### src/design/gpmq_pkg.sv
`timescale 1ns / 1ps
package gpmq_pkg;

	localparam int FIELD_W     = 7;
	localparam int CFG_W       = 7;
	localparam int CFG_IDX_W   = 1;
	localparam int CELL_W      = 31;
	localparam logic [CELL_W-1:0] CELL_MAX = {CELL_W{1'b1}};

	localparam int MAX_ROWS_DEF    = 64;
	localparam int MAX_COLS_DEF    = 64;
	localparam int VALUE_WIDTH_DEF = 32;
	localparam int SIZE_RESET      = 64;

	localparam logic [CFG_IDX_W-1:0] CFG_ROWS = 1'd0;
	localparam logic [CFG_IDX_W-1:0] CFG_COLS = 1'd1;

	typedef struct packed {
		logic clr_rst;
		logic clr_wr;
		logic ld;
		logic u_rd;
		logic u_wr;
		logic r_take;
		logic r_shift;
		logic c_take;
		logic c_shift;
		logic acc;
		logic out;
	} cmd_t;

	typedef struct packed {
		logic clr_last;
		logic in_query;
		logic in_upd_ok;
		logic i_one;
		logic j_one;
		logic row_done;
		logic row_take;
		logic col_done;
		logic col_take;
	} sts_t;

endpackage

### src/design/gpmq_ctrl.sv
`timescale 1ns / 1ps
module gpmq_ctrl (
	input  logic              clk,
	input  logic              arst_n,
	input  logic              start,
	input  logic              cfg_we,
	input  gpmq_pkg::sts_t    sts,
	output gpmq_pkg::cmd_t    cmd,
	output logic              busy,
	output logic              done
);

	typedef enum logic [2:0] {
		S_IDLE, S_CLR, S_URD, S_UWR, S_QROW, S_QCOL, S_QACC, S_OUT
	} state_t;

	state_t state_q;
	logic   done_q;

	assign busy = (state_q != S_IDLE);
	assign done = done_q;

	always_comb begin
		cmd = '0;
		cmd.clr_rst = cfg_we;
		case (state_q)
			S_IDLE: begin
				if (!cfg_we && start)
					cmd.ld = 1'b1;
			end
			S_CLR: begin
				if (!cfg_we)
					cmd.clr_wr = 1'b1;
			end
			S_URD: cmd.u_rd = 1'b1;
			S_UWR: cmd.u_wr = 1'b1;
			S_QROW: begin
				if (!sts.row_done) begin
					if (sts.row_take)
						cmd.r_take = 1'b1;
					else
						cmd.r_shift = 1'b1;
				end
			end
			S_QCOL: begin
				if (!sts.col_done) begin
					if (sts.col_take)
						cmd.c_take = 1'b1;
					else
						cmd.c_shift = 1'b1;
				end
			end
			S_QACC: cmd.acc = 1'b1;
			S_OUT:  cmd.out = 1'b1;
			default: cmd = '0;
		endcase
	end

	always_ff @(posedge clk or negedge arst_n) begin
		if (!arst_n) begin
			state_q <= S_CLR;
			done_q  <= 1'b0;
		end else begin
			done_q <= 1'b0;
			if (cfg_we) begin
				state_q <= S_CLR;
			end else begin
				case (state_q)
					S_IDLE: begin
						if (start) begin
							if (sts.in_query)
								state_q <= S_QROW;
							else if (sts.in_upd_ok)
								state_q <= S_URD;
						end
					end
					S_CLR: begin
						if (sts.clr_last)
							state_q <= S_IDLE;
					end
					S_URD: state_q <= S_UWR;
					S_UWR: begin
						if (sts.i_one && sts.j_one)
							state_q <= S_IDLE;
						else
							state_q <= S_URD;
					end
					S_QROW: begin
						if (sts.row_done)
							state_q <= S_OUT;
						else if (sts.row_take)
							state_q <= S_QCOL;
					end
					S_QCOL: begin
						if (sts.col_done)
							state_q <= S_QROW;
						else if (sts.col_take)
							state_q <= S_QACC;
					end
					S_QACC: state_q <= S_QCOL;
					S_OUT: begin
						done_q  <= 1'b1;
						state_q <= S_IDLE;
					end
					default: state_q <= S_IDLE;
				endcase
			end
		end
	end

endmodule

### config.mk
export PLATFORM = sky130hd
export DESIGN_NAME = gpmq_ctrl
export DESIGN_NICKNAME = d
export VERILOG_FILES = /design/src/design/gpmq_pkg.sv /design/src/design/gpmq_ctrl.sv
export SDC_FILE = /design/constraint.sdc
export NUM_CORES = 1
export LEC_CHECK = 0
export BUFFER_PORTS_ARGS = -buffer_cell sky130_fd_sc_hd__buf_4
export CORE_AREA = 3 3 40 42
export DETAILED_ROUTE_END_ITERATION = 10
export DIE_AREA = 0 0 43 45
export PLACE_DENSITY = 0.56
export SLEW_MARGIN = 10
export SYNTH_ARGS = -nofsm -noshare
export SYNTH_HDL_FRONTEND = slang
export SYNTH_SLANG_ARGS = --single-unit
### constraint.sdc
create_clock -name clk -period 1.52 [get_ports clk]
set_input_delay 0 -clock clk [delete_from_list [all_inputs] [get_ports clk]]
set_output_delay 0 -clock clk [all_outputs]
set_load 0.02 [all_outputs]
# == After elaboration in Yosys (flattened, before gate mapping) ==
# Index checks and enable logic that the tools add are counted.
# word_totals
reg_bits,4
inputBits,13
output_inout_bits,13
elab_cells,48
# classes
n_eq_ne,12
muxes,28
reduce_logical,6
# ops
cell,count
$mux W3,9
$pmux W3 S8,1
$mux W1,13
$eq A3 B3 Y1 const B,4
$ne A4 B4 Y1 const B,3
$mux W2,5
$eq A3 B2 Y1 const B,2
$ne A3 B3 Y1 const B,2
$reduce_and A5 Y1,1
$eq A3 B1 Y1 const B,1
$logic_not A3 Y1,1
$reduce_bool A3 Y1,1
$logic_and A1 B1 Y1,2
$logic_not A1 Y1,1

# == Logic depth before layout (Yosys ltp) ==
# depth
word_depth,5
mapped_depth,5
depth_no_buf,4

# == Worst setup path before layout ==
# Ideal clock, no wire load.
# synth_timing
path_type,register to output
start,reg state_q[0]
end,out cmd[8] (netlist bit)
t_arrival_ns,1.428
t_required_ns,1.520
slack_ns,0.092
path_stages_with_launch,5
n_path_buf,1
path_cell_list,dfstp_2 > buf_6 > nor3_1 > inv_1 > nor3b_1
# synth_rtl
item,line,rtl
"start, declared",gpmq_ctrl.sv:17,state_t state_q;
"start signal, assigned",gpmq_ctrl.sv:61,state_q <= S_CLR;
"start signal, assigned",gpmq_ctrl.sv:66,state_q <= S_CLR;
"start signal, assigned",gpmq_ctrl.sv:72,state_q <= S_QROW;
"end, declared",gpmq_ctrl.sv:8,"output gpmq_pkg::cmd_t cmd,"

==> results.json <==
{
  "slowest_delay_ns": 0.66,
  "drc": 0,
  "end_kind": "output port",
  "synth_edf_count": 0,
  "yosysTopAreaCell": "dfrtp_1",
  "cts_root_buffer": "clkbuf_4",
  "fmax_ghz": 0.6890,
  "grt_start_max_net_pins": 13,
  "cp-start-kind": "flop",
  "period_needed_ns": 1.451,
  "combPwrFrac_pct": 48.0,
  "numCtsBuffers": 3,
  "dr_total_vias": 423,
  "arrival_ns": 1.45,
  "p_seq_share_pct": 27.6,
  "cts_max_path_buffers": 2,
  "hpwl_um": 806.1,
  "drt_iter0_markers": 10,
  "utilization_pct": 49.56,
  "cts_sinks": 4,
  "power_leakage_uw": 0.0003088,
  "setup_viol": 0,
  "crit_slowest_cell": "dfstp_2",
  "clockPowerShare_pct": 24.4,
  "syn2layout_area_growth_pct": 64.19,
  "synth_seq_area_share_pct": 26.13,
  "place_worst_setup_slack_ns": 0.1373,
  "vias_per_cell": 4.700,
  "grt.overflow.total": 0,
  "insertion_delay_ns": 0.24,
  "outcome": "completed",
  "grt_use_total_pct": 11.45,
  "drive_above_1_share_pct": 54.67,
  "drtPass1Iterations": 4,
  "first_global_vias": 375,
  "drv_cap": 0,
  "switchingPower_uw": 220.4,
  "peakVddDrop_v": 0.0003835,
  "syn_area_per_cell_um2": 8.619,
  "globalplace.congestion": 0.7764,
  "post-route-worst-setup-slack_ns": 0.06871,
  "dp.cells": 83,
  "path_clk_slew_ns": 0.04,
  "ant_nets": 0,
  "synth_area_um2": 387.9,
  "instances_no_fill": 90,
  "synth_cell_types": 23,
  "num_rows": 13,
  "multi_input_area_um2": 249.0,
  "cp_top_family": "flip-flops",
  "core_area_mm2": 0.001285,
  "slew_viol_final": 0,
  "ys_ff_latch": 4,
  "async_flop_share_pct": 100.0,
  "critPathMaxFanout": 12,
  "yosysWarnings": 0,
  "finalCritPeriodShare_pct": 95.48,
  "synth_top_area_share_pct": 19.35,
  "maxSlewHeadroom_pct": 83.98,
  "p_int_uw": 375.3,
  "htree_levels": 1,
  "chipWidth_um": 43,
  "hold_viol": 0,
  "path_cells": "and4bb_4 -> nor2b_4 -> buf_6",
  "fin_skew_ns": 0.003807,
  "antenna_found_initial": 0,
  "grt_pass1_wl_mm": 1.559,
  "crit_buf_inv": 1,
  "detail_route.wl_per_cell_um": 11.08,
  "die_y_um": 45,
  "cp.required_ns": 1.52,
  "tns_ns": 0,
  "hold_path.class": "primary input to flop",
  "fillers": 129,
  "die_area_mm2": 0.001935,
  "criticalPathCategory": "flop to output port",
  "synth_cells": 45,
  "ff_latch_area_um2": 101.3,
  "yosysMostFrequentCell": "nor2_1",
  "port_buffers": 25,
  "synthTopCellsByCount": "nor2_1 (9), nor3_1 (5), a21oi_1 (3), buf_6 (3), dfrtp_1 (3)",
  "synth_ff_type": "dfrtp_1",
  "switching_share_pct": 37.00,
  "synth_area_leaders": "dfrtp_1 (19%), nor2_1 (8.7%), buf_6 (8.7%)",
  "cts_tree": "built",
  "pwr_density_cell_mw_per_mm2": 935.5,
  "routed_wl_um": 997,
  "pin_count": 26,
  "start_util_pct": 30.19,
  "fin_nets": 89,
  "tightestPinTransition_ns": 0.2403,
  "antenna_cells": 0,
  "hold_ws_ns": 0.05841,
  "synth_fp_nets": 58
}
-- final timing paths --
check / startpoint / to / slack [ns] / cells after the start
worst min register to register: state_q[0] / done / 0.62 / 2
min in group asynchronous: arst_n / done / 0.10 / 2
max in group asynchronous: arst_n / state_q[0] / 1.23 / 2
worst min-delay path: sts[7] / state_q[2] / 0.06 / 3
worst max-delay path: state_q[0] / cmd[2] / 0.07 / 3
worst max register to register: state_q[0] / state_q[2] / 0.11 / 4
-- layout make-up --
type | count | share of cell area [%]
Sequential cell | 4 | 15.91
Tap cell | 15 | 2.947
Multi-Input combinational cell | 35 | 39.10
Clock buffer | 4 | 4.126
Inverter | 2 | 1.179
Timing Repair Buffer | 30 | 36.74
-- cell usage in the layout, fill, tap and decap left out --
| cell type | instances |
|---|---|
| inv_1 | 2 |
| nand2b_2 | 1 |
| nand2_1 | 2 |
| and4bb_4 | 1 |
| nor2_1 | 9 |
| nor3_4 | 1 |
| nor4b_2 | 1 |
| nand2b_1 | 2 |
| buf_6 | 1 |
| dlygate4sd3_1 | 2 |
| o211ai_1 | 1 |
| and4bb_2 | 1 |
| buf_4 | 27 |
| a21oi_1 | 3 |
| dfrtp_1 | 3 |
| nor3_1 | 4 |
| and4b_2 | 1 |
| dfstp_2 | 1 |
| and2_2 | 1 |
| clkbuf_4 | 3 |
| nor2b_4 | 1 |
| clkbuf_1 | 1 |
| nand3b_1 | 1 |
| a31o_4 | 1 |
| nor3b_1 | 1 |
| o21ai_0 | 2 |
| a211o_1 | 1 |
-- power by group through the flow --
stage	combinational [µW]	sequential, µW	clock, µW
2_1_floorplan	212	137	0
6_report	286	164	145
5_1_grt	316	169	166
4_1_cts	275	163	153
3_5_place_dp	265	163	0
3_3_place_gp	268	161	0
-- flip-flops by register name, summed over array words and instances (netlist names) --
signal	cells
done	1
state_q	3
-- worst register-to-register path: stages (launching register included) --
cell and delay, ns:
dfstp_2 0.66, and4bb_4 0.27, nor2b_4 0.16, a31o_4 0.12, o21ai_0 0.08
-- metrics by stage --
| step | instance area, µm² | total power, µW |
|---|---|---|
| 6_report | 636.9 | 595.8 |
| 5_1_grt | 636.9 | 650.1 |
| 4_1_cts | 619.3 | 590.4 |
| 3_5_place_dp | 568.0 | 428.1 |
| 3_3_place_gp | 568.0 | 429.2 |
| 2_1_floorplan | 387.9 | 349.8 |
-- layer usage --
| layer | share of wire (%) | wire, µm | GRT usage, % |
|---|---|---|---|
| met1 | 41 | 409 | 12.90 |
| met2 | 53 | 527 | 17.07 |
| met3 | 5.9 | 59 | 3.586 |
| met4 | 0 | 0 | 10.84 |
| met5 | 0 | 0 | 0 |
-- kinds of logic after synthesis --
group | synth area share [%]
AND/OR/NAND/NOR | 46.13
AO/OA/AOI/OAI | 15.16
buffers and inverters | 12.58
flip-flops | 26.13
-- what timing repair did --
action | CTS | global route
gates resized for setup | 1 | 2
hold buffers | 2 | 0
cloned | 0 | 0
setup endpoints to repair | 1 | 1
pin swaps | 0 | 0
setup buffers | 0 | 1
endpoints found under the hold margin | 5 | 0
Power figures use the tool's default switching activity.
